==> config.mk <==
export PLATFORM = sky130hd
export DESIGN_NAME = rtc_calendar_to_epoch_seconds_core
export DESIGN_NICKNAME = d
export VERILOG_FILES = /design/src/rtl/rcte_pkg.sv /design/src/rtl/rcte_front.sv /design/src/rtl/rcte_queue.sv /design/src/rtl/rcte_back.sv /design/src/rtl/rtc_calendar_to_epoch_seconds_core.sv
export SDC_FILE = /design/constraint.sdc
export NUM_CORES = 1
export LEC_CHECK = 0
export BUFFER_PORTS_ARGS = -buffer_cell sky130_fd_sc_hd__clkbuf_2
export CORE_MARGIN = 2
export CORE_UTILIZATION = 33
export CTS_CLUSTER_DIAMETER = 50
export DETAILED_ROUTE_END_ITERATION = 8
export HOLD_SLACK_MARGIN = 0.12
export SKIP_CTS_REPAIR_TIMING = 1
export SYNTH_ARGS = -nofsm -noshare
export SYNTH_HDL_FRONTEND = slang
export SYNTH_SLANG_ARGS = --single-unit
export TNS_END_PERCENT = 30
==> constraint.sdc <==
create_clock -name clk -period 7.5 [get_ports clk]
set_input_delay 0.75 -clock clk [delete_from_list [all_inputs] [get_ports clk]]
set_output_delay 0.75 -clock clk [all_outputs]
set_load 0.01 [all_outputs]
==> src/rtl/rcte_pkg.sv <==
// Package: shared types and constants for the RTC-to-epoch converter.
`timescale 1ns / 1ps
package rcte_pkg;

  localparam int RAW_W      = 8;
  localparam int MONTH_W    = 4;
  localparam int DAYS_W     = 17;
  localparam int HMS_W      = 20;
  localparam int EPOCH_W    = 34;

  localparam int FIFO_DEPTH = 4;
  localparam int FIFO_AW    = $clog2(FIFO_DEPTH);
  localparam int FIFO_CW    = $clog2(FIFO_DEPTH + 1);

  // accept edge to the edge that takes done: front reg, queue, three back stages
  localparam int PIPE_LAT   = 5;

  localparam int PM_BIT        = 7;
  localparam int YEAR_PIVOT    = 70;
  localparam int CENTURY_19    = 1900;
  localparam int CENTURY_20    = 2000;
  localparam int EPOCH_YEAR    = 1970;
  // 2100 is the only century year in range that is not a leap year
  localparam int NOLEAP_OFF    = 2100 - EPOCH_YEAR;
  localparam int DAYS_PER_YEAR = 365;
  localparam int SECS_PER_DAY  = 86400;
  localparam int SECS_PER_HOUR = 3600;
  localparam int SECS_PER_MIN  = 60;
  localparam int HOURS_PER_DAY = 24;

  typedef struct packed {
    logic [RAW_W-1:0]   sec;
    logic [RAW_W-1:0]   min;
    logic [RAW_W-1:0]   hour;
    logic [RAW_W-1:0]   day_idx;   // day of month minus one, zero kept
    logic [MONTH_W-1:0] month;     // clamped to 1..12
    logic [RAW_W-1:0]   year_off;  // years since 1970
  } dec_t;

  typedef struct packed {
    logic valid;
    dec_t data;
  } xfer_t;

endpackage

==> src/rtl/rcte_front.sv <==
// Front end: accepts a snapshot, decodes BCD and hour modes, normalizes fields.
`timescale 1ns / 1ps
module rcte_front (
  input  logic                  clk,
  input  logic                  rst,
  input  logic                  start,
  output logic                  busy,
  input  logic [7:0]            sec_raw,
  input  logic [7:0]            min_raw,
  input  logic [7:0]            hour_raw,
  input  logic [7:0]            day_raw,
  input  logic [7:0]            month_raw,
  input  logic [7:0]            year_raw,
  input  logic                  binary_mode,
  input  logic                  hour_24_mode,
  input  logic                  full,
  output rcte_pkg::xfer_t       push
);
  import rcte_pkg::*;

  logic                 valid;
  dec_t                 dec;
  dec_t                 dec_next;
  logic                 accept;
  logic [RAW_W-1:0]     sec_d, min_d, hour_d, day_d, mon_d, yr_d;
  logic [RAW_W-1:0]     hour_lo;
  logic [RAW_W-1:0]     hour_12;
  logic [RAW_W-1:0]     hour_pm;

  function automatic logic [RAW_W-1:0] bcd_decode(input logic [RAW_W-1:0] v);
    logic [RAW_W-1:0] hi;
    hi = {4'd0, v[7:4]};
    return (hi << 3) + (hi << 1) + {4'd0, v[3:0]};
  endfunction

  // value stays below 140, so three conditional subtracts finish it
  function automatic logic [RAW_W-1:0] mod_day(input logic [RAW_W-1:0] v);
    logic [RAW_W-1:0] r;
    r = v;
    if (r >= RAW_W'(4 * HOURS_PER_DAY)) r = r - RAW_W'(4 * HOURS_PER_DAY);
    if (r >= RAW_W'(2 * HOURS_PER_DAY)) r = r - RAW_W'(2 * HOURS_PER_DAY);
    if (r >= RAW_W'(HOURS_PER_DAY)) r = r - RAW_W'(HOURS_PER_DAY);
    return r;
  endfunction

  assign accept = start && !busy;
  assign busy   = valid && full;

  always_comb begin
    sec_d   = binary_mode ? sec_raw   : bcd_decode(sec_raw);
    min_d   = binary_mode ? min_raw   : bcd_decode(min_raw);
    day_d   = binary_mode ? day_raw   : bcd_decode(day_raw);
    mon_d   = binary_mode ? month_raw : bcd_decode(month_raw);
    yr_d    = binary_mode ? year_raw  : bcd_decode(year_raw);
    // BCD hours keep the PM bit on top of the decoded low seven bits
    hour_lo = bcd_decode({1'b0, hour_raw[6:0]});
    hour_d  = binary_mode ? hour_raw : {hour_raw[PM_BIT], hour_lo[6:0]};

    hour_12 = {1'b0, hour_d[6:0]};
    if (hour_12 == RAW_W'(12)) hour_12 = '0;
    hour_pm = mod_day(hour_12 + RAW_W'(12));

    dec_next.sec = sec_d;
    dec_next.min = min_d;
    if (hour_24_mode) begin
      dec_next.hour = hour_d;
    end else if (hour_d[PM_BIT]) begin
      dec_next.hour = hour_pm;
    end else begin
      dec_next.hour = hour_12;
    end

    dec_next.day_idx = (day_d == '0) ? '0 : day_d - RAW_W'(1);

    if (mon_d == '0) begin
      dec_next.month = MONTH_W'(1);
    end else if (mon_d > RAW_W'(12)) begin
      dec_next.month = MONTH_W'(12);
    end else begin
      dec_next.month = mon_d[MONTH_W-1:0];
    end

    // below the pivot the year is 2000 plus the value, else 1900 plus the value
    if (yr_d >= RAW_W'(YEAR_PIVOT)) begin
      dec_next.year_off = yr_d - RAW_W'(EPOCH_YEAR - CENTURY_19);
    end else begin
      dec_next.year_off = yr_d + RAW_W'(CENTURY_20 - EPOCH_YEAR);
    end
  end

  always_ff @(posedge clk) begin
    if (rst) begin
      valid <= 1'b0;
    end else if (accept) begin
      valid <= 1'b1;
    end else if (push.valid) begin
      valid <= 1'b0;
    end
  end

  always_ff @(posedge clk) begin
    if (accept) begin
      dec <= dec_next;
    end
  end

  assign push.valid = valid && !full;
  assign push.data  = dec;

endmodule

==> src/rtl/rcte_queue.sv <==
// Short queue of decoded transactions between the front and back ends.
`timescale 1ns / 1ps
module rcte_queue (
  input  logic            clk,
  input  logic            rst,
  input  rcte_pkg::xfer_t push,
  output logic            full,
  output rcte_pkg::xfer_t head,
  input  logic            pop
);
  import rcte_pkg::*;

  dec_t               entries [FIFO_DEPTH];
  logic [FIFO_AW-1:0] wr_ptr;
  logic [FIFO_AW-1:0] rd_ptr;
  logic [FIFO_CW-1:0] count;
  logic               do_push;
  logic               do_pop;

  assign full    = (count == FIFO_CW'(FIFO_DEPTH));
  assign do_push = push.valid && !full;
  assign do_pop  = pop && (count != '0);

  always_ff @(posedge clk) begin
    if (rst) begin
      wr_ptr <= '0;
      rd_ptr <= '0;
      count  <= '0;
    end else begin
      if (do_push) wr_ptr <= wr_ptr + FIFO_AW'(1);
      if (do_pop)  rd_ptr <= rd_ptr + FIFO_AW'(1);
      if (do_push && !do_pop) begin
        count <= count + FIFO_CW'(1);
      end else if (do_pop && !do_push) begin
        count <= count - FIFO_CW'(1);
      end
    end
  end

  always_ff @(posedge clk) begin
    if (do_push) begin
      entries[wr_ptr] <= push.data;
    end
  end

  assign head.valid = (count != '0);
  assign head.data  = entries[rd_ptr];

endmodule

==> src/rtl/rcte_back.sv <==
// Back end: day count, scaling to seconds and final sum, three stages.
`timescale 1ns / 1ps
module rcte_back (
  input  logic                          clk,
  input  logic                          rst,
  input  rcte_pkg::xfer_t               head,
  output logic                          pop,
  output logic                          done,
  output logic [rcte_pkg::EPOCH_W-1:0]  epoch_seconds
);
  import rcte_pkg::*;

  logic                 s1_valid, s2_valid;
  logic [DAYS_W-1:0]    s1_days;
  logic [HMS_W-1:0]     s1_hms;
  logic [EPOCH_W-1:0]   s2_dsec;
  logic [HMS_W-1:0]     s2_hms;

  logic [DAYS_W-1:0]    days_next;
  logic [HMS_W-1:0]     hms_next;
  logic [DAYS_W-1:0]    leaps;
  logic                 is_leap;
  logic [RAW_W:0]       off_p1;

  function automatic logic [DAYS_W-1:0] month_start(input logic [MONTH_W-1:0] m);
    logic [DAYS_W-1:0] r;
    unique case (m)
      4'd1:    r = DAYS_W'(0);
      4'd2:    r = DAYS_W'(31);
      4'd3:    r = DAYS_W'(59);
      4'd4:    r = DAYS_W'(90);
      4'd5:    r = DAYS_W'(120);
      4'd6:    r = DAYS_W'(151);
      4'd7:    r = DAYS_W'(181);
      4'd8:    r = DAYS_W'(212);
      4'd9:    r = DAYS_W'(243);
      4'd10:   r = DAYS_W'(273);
      4'd11:   r = DAYS_W'(304);
      4'd12:   r = DAYS_W'(334);
      default: r = '0;
    endcase
    return r;
  endfunction

  // the back end never stalls: take the head whenever there is one
  assign pop = head.valid;

  always_comb begin
    // leap years from 1972 up to the year before, dropping 2100
    off_p1  = {1'b0, head.data.year_off} + (RAW_W+1)'(1);
    leaps   = DAYS_W'(off_p1 >> 2);
    if (head.data.year_off > RAW_W'(NOLEAP_OFF)) leaps = leaps - DAYS_W'(1);
    is_leap = (head.data.year_off[1:0] == 2'b10) &&
              (head.data.year_off != RAW_W'(NOLEAP_OFF));

    days_next = DAYS_W'({9'd0, head.data.year_off} * DAYS_W'(DAYS_PER_YEAR))
              + leaps
              + month_start(head.data.month)
              + DAYS_W'(is_leap && (head.data.month > MONTH_W'(2)))
              + DAYS_W'(head.data.day_idx);

    hms_next = HMS_W'({12'd0, head.data.hour} * HMS_W'(SECS_PER_HOUR))
             + HMS_W'({12'd0, head.data.min} * HMS_W'(SECS_PER_MIN))
             + HMS_W'(head.data.sec);
  end

  always_ff @(posedge clk) begin
    if (rst) begin
      s1_valid <= 1'b0;
      s2_valid <= 1'b0;
      done     <= 1'b0;
    end else begin
      s1_valid <= head.valid;
      s2_valid <= s1_valid;
      done     <= s2_valid;
    end
  end

  always_ff @(posedge clk) begin
    s1_days       <= days_next;
    s1_hms        <= hms_next;
    s2_dsec       <= EPOCH_W'({17'd0, s1_days} * EPOCH_W'(SECS_PER_DAY));
    s2_hms        <= s1_hms;
    epoch_seconds <= s2_dsec + EPOCH_W'(s2_hms);
  end

endmodule

==> src/rtl/rtc_calendar_to_epoch_seconds_core.sv <==
// Top level: RTC register snapshot to Unix epoch seconds.
//
//   channel   handshake          payload
//   --------  -----------------  ---------------------------------------------
//   input     start / busy       sec_raw min_raw hour_raw day_raw month_raw
//                                year_raw binary_mode hour_24_mode
//   result    done (one cycle)   epoch_seconds
//
// One snapshot per cycle while busy is low; results pass the front register,
// queue slot, day-count stage, day-scaling multiply and sum; done rises with the sum.
// The 17x17 day-to-seconds multiply sets the stage depth of the back end.
// rst is synchronous and clears all valid flags and queue pointers.
// busy rises only if the queue fills; the back end drains it every cycle.
`timescale 1ns / 1ps
module rtc_calendar_to_epoch_seconds_core (
  input  logic                          clk,
  input  logic                          rst,
  input  logic                          start,
  output logic                          busy,
  input  logic [7:0]                    sec_raw,
  input  logic [7:0]                    min_raw,
  input  logic [7:0]                    hour_raw,
  input  logic [7:0]                    day_raw,
  input  logic [7:0]                    month_raw,
  input  logic [7:0]                    year_raw,
  input  logic                          binary_mode,
  input  logic                          hour_24_mode,
  output logic                          done,
  output logic [rcte_pkg::EPOCH_W-1:0]  epoch_seconds
);
  import rcte_pkg::*;

  xfer_t push;
  xfer_t head;
  logic  full;
  logic  pop;

  rcte_front u_front (
    .clk          (clk),
    .rst          (rst),
    .start        (start),
    .busy         (busy),
    .sec_raw      (sec_raw),
    .min_raw      (min_raw),
    .hour_raw     (hour_raw),
    .day_raw      (day_raw),
    .month_raw    (month_raw),
    .year_raw     (year_raw),
    .binary_mode  (binary_mode),
    .hour_24_mode (hour_24_mode),
    .full         (full),
    .push         (push)
  );

  rcte_queue u_queue (
    .clk  (clk),
    .rst  (rst),
    .push (push),
    .full (full),
    .head (head),
    .pop  (pop)
  );

  rcte_back u_back (
    .clk           (clk),
    .rst           (rst),
    .head          (head),
    .pop           (pop),
    .done          (done),
    .epoch_seconds (epoch_seconds)
  );

endmodule

==> Yosys cells after proc, flatten, opt, wreduce, memory -nomap -nowiden <==
Memory sizes are Yosys's and may differ from the RTL's. A register that Yosys moved wholly into a read port is not among the register bits.
Cells that the tools add are included.
{ "classes": {"addsub": 32, "multipliers": 4, "magnitude_cmp": 7, "n_eq_ne": 4, "muxes": 23, "reduce_logical": 18} }
{ "op_table": {"columns": ["cell", "n"], "rows": [
  ["8-bit 2-to-1 mux", 11],
  ["7-bit by 5-bit adder with 8-bit output", 5],
  ["8-bit by 4-bit adder with 8-bit output", 5],
  ["17-bit adder", 2],
  ["34-bit by 20-bit adder with 34-bit output", 1],
  ["17-bit by 10-bit multiplier with 27-bit output, second input constant", 1],
  ["20-bit by 14-bit adder with 20-bit output", 1],
  ["20-bit by 8-bit adder with 20-bit output", 1],
  ["17-bit by 1-bit adder with 17-bit output", 1],
  ["17-bit by 8-bit adder with 17-bit output", 1],
  ["8-bit by 9-bit multiplier with 17-bit output, second input constant", 1],
  ["17-bit 2-to-1 mux", 1],
  ["8-bit by 7-bit >= comparator with 1-bit output, second input constant", 2],
  ["8-bit zero test", 2],
  ["8-bit by 8-bit multiplier with 16-bit output, second input constant", 1],
  ["8-bit by 7-bit subtractor with 8-bit output, second input constant", 2],
  ["7-bit 2-to-1 mux", 2],
  ["8-bit by 4-bit multiplier with 12-bit output, second input constant", 1],
  ["8-bit by 1-bit adder with 9-bit output, second input constant", 1],
  ["8-bit by 4-bit adder with 8-bit output, second input constant", 1],
  ["8-bit by 5-bit adder with 8-bit output, second input constant", 1],
  ["8-bit by 5-bit >= comparator with 1-bit output, second input constant", 1],
  ["8-bit by 6-bit >= comparator with 1-bit output, second input constant", 1],
  ["8-bit by 4-bit > comparator with 1-bit output, second input constant", 1],
  ["24 further kinds", 41]
]} }
{ "word_totals": {"reg_bits": 173, "mem_bits_rw": 176, "mem_bits_ro": 144, "in_bits": 53, "out_inout_bits": 36, "wordCells": 109, "memories": 2} }
{ "memory_table": {"columns": ["memory", "depth", "width", "rd", "rd_clocked_by_memory_dff", "write_ports", "line_no", "text"], "rows": [
  ["u_queue.entries", 4, 44, 1, 1, 1, "rcte_queue.sv:13", "dec_t entries [FIFO_DEPTH];"],
  ["(no name shown)", 16, 9, 1, 0, 0, "rcte_back.sv:27", "unique case (m)"]
]} }

==> Longest topological paths before layout <==
Gate-level depths: netlist of run 1.
{ "logic_depth": {"depth_word": 14, "ltp_mapped": 29} }

==> Modules after synthesis <==
Synthesis of run 1 repeated with hierarchy kept, for this count alone.
{ "hier_totals": {"hier_cells": 1883, "area_unflattened_um2": 22746.8} }
{ "modules_own_cells": {"columns": ["module", "instances", "cells_each", "area_per_inst_um2", "seq_area_each_um2"], "rows": [
  ["rcte_back", 1, 1179, 11616.1, 2422.3],
  ["rcte_queue", 1, 278, 6869.1, 5465.2],
  ["rcte_front", 1, 426, 4261.6, 1341.3]
]} }

==> Least setup slack after synthesis of run 1 <==
No wires, ideal clock.
{ "synth_timing": {"path_type": "flip-flop to flip-flop", "from": "reg (tool-made name)", "to": "reg u_back.s1_days[16]", "setup_time_ns": 0.121, "t_arrival_ns": 6.297, "path_slack_ns": 1.082, "stages_incl_launch_ff": 25, "path_buffers": 2, "period_less_slack_ns": 6.418, "path_cell_list": "dfxtp_1 -> buf_2 -> buf_2 -> mux4_2 -> ha_1 -> nand4_1 -> o21a_1 -> and4_1 -> and3_1 -> nand3_1 -> inv_1 -> ha_1 -> fa_1 -> inv_1 -> fa_1 -> inv_1 -> fa_1 -> fa_1 -> ha_1 -> nand3_1 -> a211oi_1 -> nor2_1 -> a21oi_1 -> a31oi_1 -> xnor2_1"} }
{ "synth_rtl": {"columns": ["element", "line_no", "text"], "rows": [
  ["to (signal assigned)", "rcte_back.sv:80", "s1_days <= days_next;"],
  ["to (decl)", "rcte_back.sv:14", "logic [DAYS_W-1:0] s1_days;"]
]} }

==> summary.txt, run 1 <==
WORST SETUP PATH
--------------------------------------------------------------------------------------
Crit Path Category ......................................................   reg -> reg
Slowest stage delay, CP .................................................      0.61 ns
Library cell contributing the largest single delay on the critical path . sky130_fd_sc_hd__mux4_2
Critical path startpoint category .......................................     register
Buffers and inverters on the worst path .................................            4
Peak fanout along the critical path .....................................           10
List of cells traversed by the critical path ............................ mux4_2 > inv_1 > ha_1 > nand2_1 > a31oi_1 > o21a_1 > and4_1 > and3_1 > nand3_1 > inv_1 > ha_1 > fa_1 > inv_1 > fa_1 > inv_1 > fa_1 > fa_1 > ha_1 > nand3_1 > a211oi_1 > nor2_1 > a21oi_1 > a31oi_1 > xnor2_1
CP arrival ..............................................................      7.32 ns
Data required time of the critical path .................................      7.93 ns
Crit path capture type ..................................................     register
CP delay by family, top .................................................  adder cells

STA
--------------------------------------------------------------------------------------
Minimum period implied by the final worst setup slack ...................      6.89 ns
Hold violation total from the final report ..............................            0
Fmax achieved ...........................................................    0.145 GHz
Period utilization ......................................................        91.8%
Worst clock skew ........................................................    0.0257 ns
Count of endpoints failing setup in the final report ....................            0
Worst slew pin tran .....................................................     0.727 ns
Setup_tns ...............................................................         0 ns
Worst max-slew margin expressed relative to the limit ...................        50.9%
Setup repair after global routing missed its margin .....................        false
Max Transition Viols Final ..............................................            0

FINISH
--------------------------------------------------------------------------------------
Layout net count ........................................................         2426
Area growth, synth to finish ............................................        13.4%
Fraction of final layout cells with drive strength greater than 1 .......        13.0%
Commonest cells after routing, fill and taps aside ...................... sky130_fd_sc_hd__ha_1 (295), sky130_fd_sc_hd__inv_1 (278), sky130_fd_sc_hd__edfxtp_1 (220)
Commonest non-fill, non-tap cell in the layout .......................... sky130_fd_sc_hd__ha_1
Number of antenna cells inserted ........................................            0

SYNTHESIS
--------------------------------------------------------------------------------------
Main flop type after synthesis .......................................... sky130_fd_sc_hd__edfxtp_1
Syn Inst Count ..........................................................         1836
Post-Syn Area per Cell ..................................................   12.1 sq um
Fraction of registers with async set/reset ..............................           0%
Fraction of the yosys area taken by sequential cells ....................        41.4%
Synthesized cell area ................................................... 0.0223 sq mm
Nets in the synthesized netlist .........................................         2307
Count of cell types in the netlist ......................................           85
Post-synth EDFFs ........................................................          220
Count of warnings emitted by yosys ......................................            0
Post-synthesis sequential element count .................................          351

CLOCK TREE
--------------------------------------------------------------------------------------
Root buffer selected by CTS ............................................. sky130_fd_sc_hd__clkbuf_16
Total number of clock tree sinks ........................................          351
Buffers from clock root to sink, at most ................................            3
Cts bufs inserted .......................................................           44
TritonCTS clock tree ....................................................         done
Insertion delay of the later-clocked pin in the worst-skew pair .........      0.57 ns
Clock slew seen by the registers of the worst setup and hold paths ......      0.06 ns
H-Tree Level Count ......................................................            2

GLOBAL ROUTE
--------------------------------------------------------------------------------------
Number of antenna violations at the first check in global routing .......            0
Pin count of the biggest net entering global routing ....................           54
Via count of the first global-routing pass ..............................        13656
Global-route wire length before repair .................................. 68000 microns
Global-route usage over all layers ......................................        11.8%
Overall overflow remaining after global route ...........................            0

OUTCOME
--------------------------------------------------------------------------------------
Outcome ................................................................. finished clean

ROUTING
--------------------------------------------------------------------------------------
DRC marker count from the first detailed-route iteration ................          767
Number of remaining DRC errors ..........................................            0
Post-detailed-routing wire length ....................................... 40500 microns
Initial DRT Pass Iterations .............................................            5
Routed length per placed instance ....................................... 14.1 microns
Post-route ant nets .....................................................            0
Vias per Instance .......................................................         4.60
Via count ...............................................................        13152

FLOORPLANNING
--------------------------------------------------------------------------------------
Vertical die dimension ..................................................  264 microns
Effective utilization at floorplan ......................................        33.3%
Number of standard-cell rows in the floorplan ...........................           95
Die area ................................................................ 0.0696 sq mm
Core Area ............................................................... 0.0670 sq mm
X dimension of the die ..................................................  264 microns
Top Ports ...............................................................           89

MIN PATH
--------------------------------------------------------------------------------------
Tightest Hold Check Type ................................................   reg -> reg
Origin of the worst min-delay path ...................................... u_back.s1_hms[3]

PLACE
--------------------------------------------------------------------------------------
Final weighted congestion of routability-driven global placement ........        0.853
Number of input and output port buffers inserted ........................           88
Detailed Place HPWL ..................................................... 30900 microns

RUN
--------------------------------------------------------------------------------------
Maximum capacitance violations ..........................................            0

[worst register-to-register path, cell delays in order, from the launching register on]
cell,delay (ns)
sky130_fd_sc_hd__dfxtp_2,0.53
sky130_fd_sc_hd__mux4_2,0.61
sky130_fd_sc_hd__inv_1,0.18
sky130_fd_sc_hd__ha_1,0.20
sky130_fd_sc_hd__nand2_1,0.05
sky130_fd_sc_hd__a31oi_1,0.17
sky130_fd_sc_hd__o21a_1,0.22
sky130_fd_sc_hd__and4_1,0.25
sky130_fd_sc_hd__and3_1,0.20
sky130_fd_sc_hd__nand3_1,0.27
sky130_fd_sc_hd__inv_1,0.34
sky130_fd_sc_hd__ha_1,0.31
sky130_fd_sc_hd__fa_1,0.53
sky130_fd_sc_hd__inv_1,0.06
sky130_fd_sc_hd__fa_1,0.48
sky130_fd_sc_hd__inv_1,0.06
sky130_fd_sc_hd__fa_1,0.50
sky130_fd_sc_hd__fa_1,0.49
sky130_fd_sc_hd__ha_1,0.39
sky130_fd_sc_hd__nand3_1,0.11
sky130_fd_sc_hd__a211oi_1,0.27
sky130_fd_sc_hd__nor2_1,0.10
sky130_fd_sc_hd__a21oi_1,0.21
sky130_fd_sc_hd__a31oi_1,0.13
sky130_fd_sc_hd__xnor2_1,0.13
[final cells by class]
| type | instances | area (sq um) |
|---|---|---|
| clock inverters | 30 | 335 |
| multi-input cells | 1183 | 11900 |
| well taps | 873 | 1090 |
| repair buffers | 97 | 508 |
| flip-flops and latches | 351 | 9230 |
| inverters | 278 | 1040 |
| fillers | 6500 | 41800 |
| clock buffers | 50 | 1150 |
[per-layer routing]
| metal | wire (microns) | track usage [%] | part of all wire (%) | vias up |
|---|---|---|---|---|
| met5 | 0 | 0 | 0 | - |
| met4 | 829 | 3.46 | 2.0 | 0 |
| met3 | 1450 | 1.88 | 3.6 | 56 |
| met2 | 18200 | 19.0 | 45 | 198 |
| met1 | 20000 | 16.3 | 49 | 6233 |
| li1 | - | - | - | 6665 |
[final timing paths]
check                  endpoint  slack (ns)  depth (start not counted)
max          u_back.s1_days[16]        0.61                         24
min            u_back.s2_hms[3]        0.32                          0
max reg2reg  u_back.s1_days[16]        0.61                         24
min reg2reg    u_back.s2_hms[3]        0.32                          0
[sequential cells by signal, summed over array words and instances, names as in the netlist, 3 cells and up, named ones only]
name	count
u_queue.entries	176
u_front.push	44
u_back.epoch_seconds	34
u_back.s2_dsec	27
u_back.s1_hms	20
u_back.s2_hms	20
u_back.s1_days	17
u_queue.count	3
[cells by family (layout without fill, tap and decap cells)]
logic type	count (synthesis)	after routing	share of synthesized area (%)
AND/OR/NAND/NOR	303	303	6.81
AO/OA/AOI/OAI	249	249	7.59
flip-flops	351	351	41.4
multiplexers	73	73	5.90
XOR/XNOR	139	139	5.46
adder cells (fa/ha/maj)	419	419	27.6
buffers and inverters	302	455	5.19
[synthesized netlist by cell type (all sizes together), types with 23 or more instances]
cell	n	area [sq um]
xnor2	94	823
nor2	83	314
nand2	57	216
a21o	35	263
nor2b	23	144
a21oi	71	359
fa	123	2460
nor3	30	150
xor2	45	394
nand3	26	130
ha	295	3690
inv	278	1040
dfxtp	131	2620
edfxtp	220	6610
mux4	45	1010
o21ai	57	285
[metrics by stage]
step	setup WS [ns]	instance area (sq um)	util, %	std cells	hold WS [ns]
final	0.613	25300	37.7	2862	0.321
after global routing	0.0139	25300	37.7	2862	0.327
after CTS	0.549	25300	37.7	2862	0.311
after detailed placement	0.585	23800	35.5	2782	0.312
after global placement	0.728	23800	35.5	2782	0.311
after floorplan	1.08	22300	-	1836	0.310
Power of run 1 is not shown: default switching activity piles up to over one toggle a cycle in this logic, so the estimate is an artifact.
==> inputs of run 2 (changes only) <==
CTS_BUF_LIST = sky130_fd_sc_hd__clkbuf_16   (was default)
MAX_ROUTING_LAYER = met4   (was default)
==> run 2 against run 1 <==
Critical path depth is the same; via count up 1.0%; clock skew grew 0.0096 ns; worst hold slack gained 0.0035 ns; count of clock-buffer cells in the layout down 6; die area is the same; register-to-register slack is essentially flat; cell area increased by 0.30%; fmax about the same; wire length is 0.72% higher.
==> summary.txt, run 2 (synthesis results as in run 1) <==
WORST SETUP PATH
--------------------------------------------------------------------------------------
Slack of the worst reg-to-reg path ......................................      0.62 ns
Library cell contributing the largest single delay on the critical path . sky130_fd_sc_hd__mux4_2
Critical path startpoint category .......................................     register
List of cells traversed by the critical path ............................ mux4_2 > inv_1 > ha_1 > nand2_1 > a31oi_1 > o21a_1 > and4_1 > and3_1 > nand3_1 > inv_1 > ha_1 > fa_1 > inv_1 > fa_1 > inv_1 > fa_1 > fa_1 > ha_1 > nand3_1 > a211oi_1 > nor2_1 > a21oi_1 > a31oi_1 > xnor2_1
Crit Path Category ......................................................   reg -> reg
CP arrival ..............................................................      7.31 ns
Slowest stage delay, CP .................................................      0.61 ns
Worst flop-to-flop path endpoint ........................................ u_back.s1_days[16]
CP delay by family, top .................................................  adder cells
Data required time of the critical path .................................      7.93 ns
Buffers and inverters on the worst path .................................            4
Peak fanout along the critical path .....................................           10
Crit path capture type ..................................................     register
Logic depth of the worst register-to-register path ......................           24

STA
--------------------------------------------------------------------------------------
Worst slew pin tran .....................................................     0.738 ns
Max Transition Viols Final ..............................................            0
Worst max-slew margin expressed relative to the limit ...................        50.2%
Worst clock skew ........................................................    0.0353 ns
Count of endpoints failing setup in the final report ....................            0
Period utilization ......................................................        91.7%
Setup repair after global routing missed its margin .....................        false
Hold violation total from the final report ..............................            0
Setup_tns ...............................................................         0 ns
Minimum period implied by the final worst setup slack ...................      6.88 ns
Fmax achieved ...........................................................    0.145 GHz

FINISH
--------------------------------------------------------------------------------------
Area growth, synth to finish ............................................        13.8%
Commonest non-fill, non-tap cell in the layout .......................... sky130_fd_sc_hd__ha_1
Commonest cells after routing, fill and taps aside ...................... sky130_fd_sc_hd__ha_1 (295), sky130_fd_sc_hd__inv_1 (280), sky130_fd_sc_hd__edfxtp_1 (220)
Flip-flop count of the largest register after layout ....................          176
Layout net count ........................................................         2426
Fraction of final layout cells with drive strength greater than 1 .......        13.4%
Register ranked first by flip-flop count ................................ u_queue.entries

MIN PATH
--------------------------------------------------------------------------------------
Hold endpoint ........................................................... u_back.s2_hms[3]
Tightest Hold Check Type ................................................   reg -> reg
Origin of the worst min-delay path ...................................... u_back.s1_hms[3]
Hold path cells .........................................................            0

ROUTING
--------------------------------------------------------------------------------------
Via count ...............................................................        13286
Post-route ant nets .....................................................            0
Initial DRT Pass Iterations .............................................            5
Post-detailed-routing wire length ....................................... 40800 microns
DRC marker count from the first detailed-route iteration ................          577
Vias per Instance .......................................................         4.64
Number of remaining DRC errors ..........................................            0
Routed length per placed instance ....................................... 14.2 microns

FLOORPLANNING
--------------------------------------------------------------------------------------
Die area ................................................................ 0.0696 sq mm
Top Ports ...............................................................           89
X dimension of the die ..................................................  264 microns
Number of standard-cell rows in the floorplan ...........................           95
Core Area ............................................................... 0.0670 sq mm
Vertical die dimension ..................................................  264 microns
Effective utilization at floorplan ......................................        33.3%

CLOCK TREE
--------------------------------------------------------------------------------------
H-Tree Level Count ......................................................            2
Cts bufs inserted .......................................................           44
Insertion delay of the later-clocked pin in the worst-skew pair .........      0.59 ns
TritonCTS clock tree ....................................................         done
Root buffer selected by CTS ............................................. sky130_fd_sc_hd__clkbuf_16
Clock slew seen by the registers of the worst setup and hold paths ......      0.05 ns
Buffers from clock root to sink, at most ................................            3
Total number of clock tree sinks ........................................          351

PLACE
--------------------------------------------------------------------------------------
Number of input and output port buffers inserted ........................           88
Final weighted congestion of routability-driven global placement ........        0.853
Detailed Place HPWL ..................................................... 31100 microns

GLOBAL ROUTE
--------------------------------------------------------------------------------------
Global-route usage over all layers ......................................        12.3%
Global-route wire length before repair .................................. 68600 microns
Number of antenna violations at the first check in global routing .......            1
Via count of the first global-routing pass ..............................        13705
Pin count of the biggest net entering global routing ....................           54
Overall overflow remaining after global route ...........................            0

RUN
--------------------------------------------------------------------------------------
Maximum capacitance violations ..........................................            0

OUTCOME
--------------------------------------------------------------------------------------
Outcome ................................................................. finished clean

run 2: cell types whose count changed in the layout (fill, tap and decap cells not counted):
cell | before | now
sky130_fd_sc_hd__clkinv_1 | 9 | 4
sky130_fd_sc_hd__inv_8 | 5 | 3
sky130_fd_sc_hd__clkinvlp_4 | 1 | 3
sky130_fd_sc_hd__inv_6 | 3 | 5
sky130_fd_sc_hd__clkinv_2 | 3 | 7
sky130_fd_sc_hd__clkinv_4 | 1 | 3
sky130_fd_sc_hd__diode_2 | 0 | 1
sky130_fd_sc_hd__inv_1 | 278 | 280
sky130_fd_sc_hd__clkbuf_1 | 3 | 0
sky130_fd_sc_hd__clkbuf_8 | 3 | 0
sky130_fd_sc_hd__bufinv_16 | 3 | 6
run 2: how the worst max path moves through the flow:
stage	startpoint	end	slack [ns]	cells after the start
2_1_floorplan	register	u_back.s1_days[16]	1.08	24
3_3_place_gp	register	u_back.s1_days[16]	0.72	24
3_5_place_dp	register	u_back.s1_days[16]	0.62	24
4_1_cts	register	u_back.s1_days[16]	0.58	24
5_1_grt	register	u_back.s1_days[16]	0.11	24
6_report	register	u_back.s1_days[16]	0.62	24
run 2: worst register-to-register path: stages, from the launching register on:
cell,delay (ns)
sky130_fd_sc_hd__dfxtp_2,0.52
sky130_fd_sc_hd__mux4_2,0.62
sky130_fd_sc_hd__inv_1,0.18
sky130_fd_sc_hd__ha_1,0.19
sky130_fd_sc_hd__nand2_1,0.05
sky130_fd_sc_hd__a31oi_1,0.17
sky130_fd_sc_hd__o21a_1,0.22
sky130_fd_sc_hd__and4_1,0.24
sky130_fd_sc_hd__and3_1,0.20
sky130_fd_sc_hd__nand3_1,0.26
sky130_fd_sc_hd__inv_1,0.35
sky130_fd_sc_hd__ha_1,0.31
sky130_fd_sc_hd__fa_1,0.51
sky130_fd_sc_hd__inv_1,0.05
sky130_fd_sc_hd__fa_1,0.48
sky130_fd_sc_hd__inv_1,0.05
sky130_fd_sc_hd__fa_1,0.50
sky130_fd_sc_hd__fa_1,0.49
sky130_fd_sc_hd__ha_1,0.39
sky130_fd_sc_hd__nand3_1,0.10
sky130_fd_sc_hd__a211oi_1,0.28
sky130_fd_sc_hd__nor2_1,0.09
sky130_fd_sc_hd__a21oi_1,0.22
sky130_fd_sc_hd__a31oi_1,0.13
sky130_fd_sc_hd__xnor2_1,0.14
run 2: metal layers:
| layer | global-route usage (%) | vias up | wire (microns) |
|---|---|---|---|
| met3 | 1.93 | 50 | 1690 |
| met4 | 3.33 | 0 | 792 |
| met5 | - | - | 0 |
| li1 | - | 6672 | - |
| met1 | 16.3 | 6344 | 19700 |
| met2 | 19.5 | 220 | 18600 |
run 2: final cells by class:
type                       instances  area, sq um
fill                            6450        41700
multi-input combinational       1183        11900
sequential                       351         9230
clock buffer                      44         1100
tap                              873         1090
inverter                         278         1040
timing repair buffer              97          508
clock inverter                    38          462
antenna                            1         2.50
run 2: metrics by stage:
stage               cells  hold WS (ns)  cell area (sq um)  utilization [%]  setup slack [ns]
finish               2865         0.324              25400             37.8             0.619
global route         2865         0.325              25400             37.8             0.114
CTS                  2864         0.307              25400             37.8             0.580
detailed placement   2782         0.312              23800             35.5             0.620
global placement     2782         0.310              23800             35.5             0.721
floorplan            1836         0.310              22300                -              1.08
Power of run 2 is left out for the same reason.
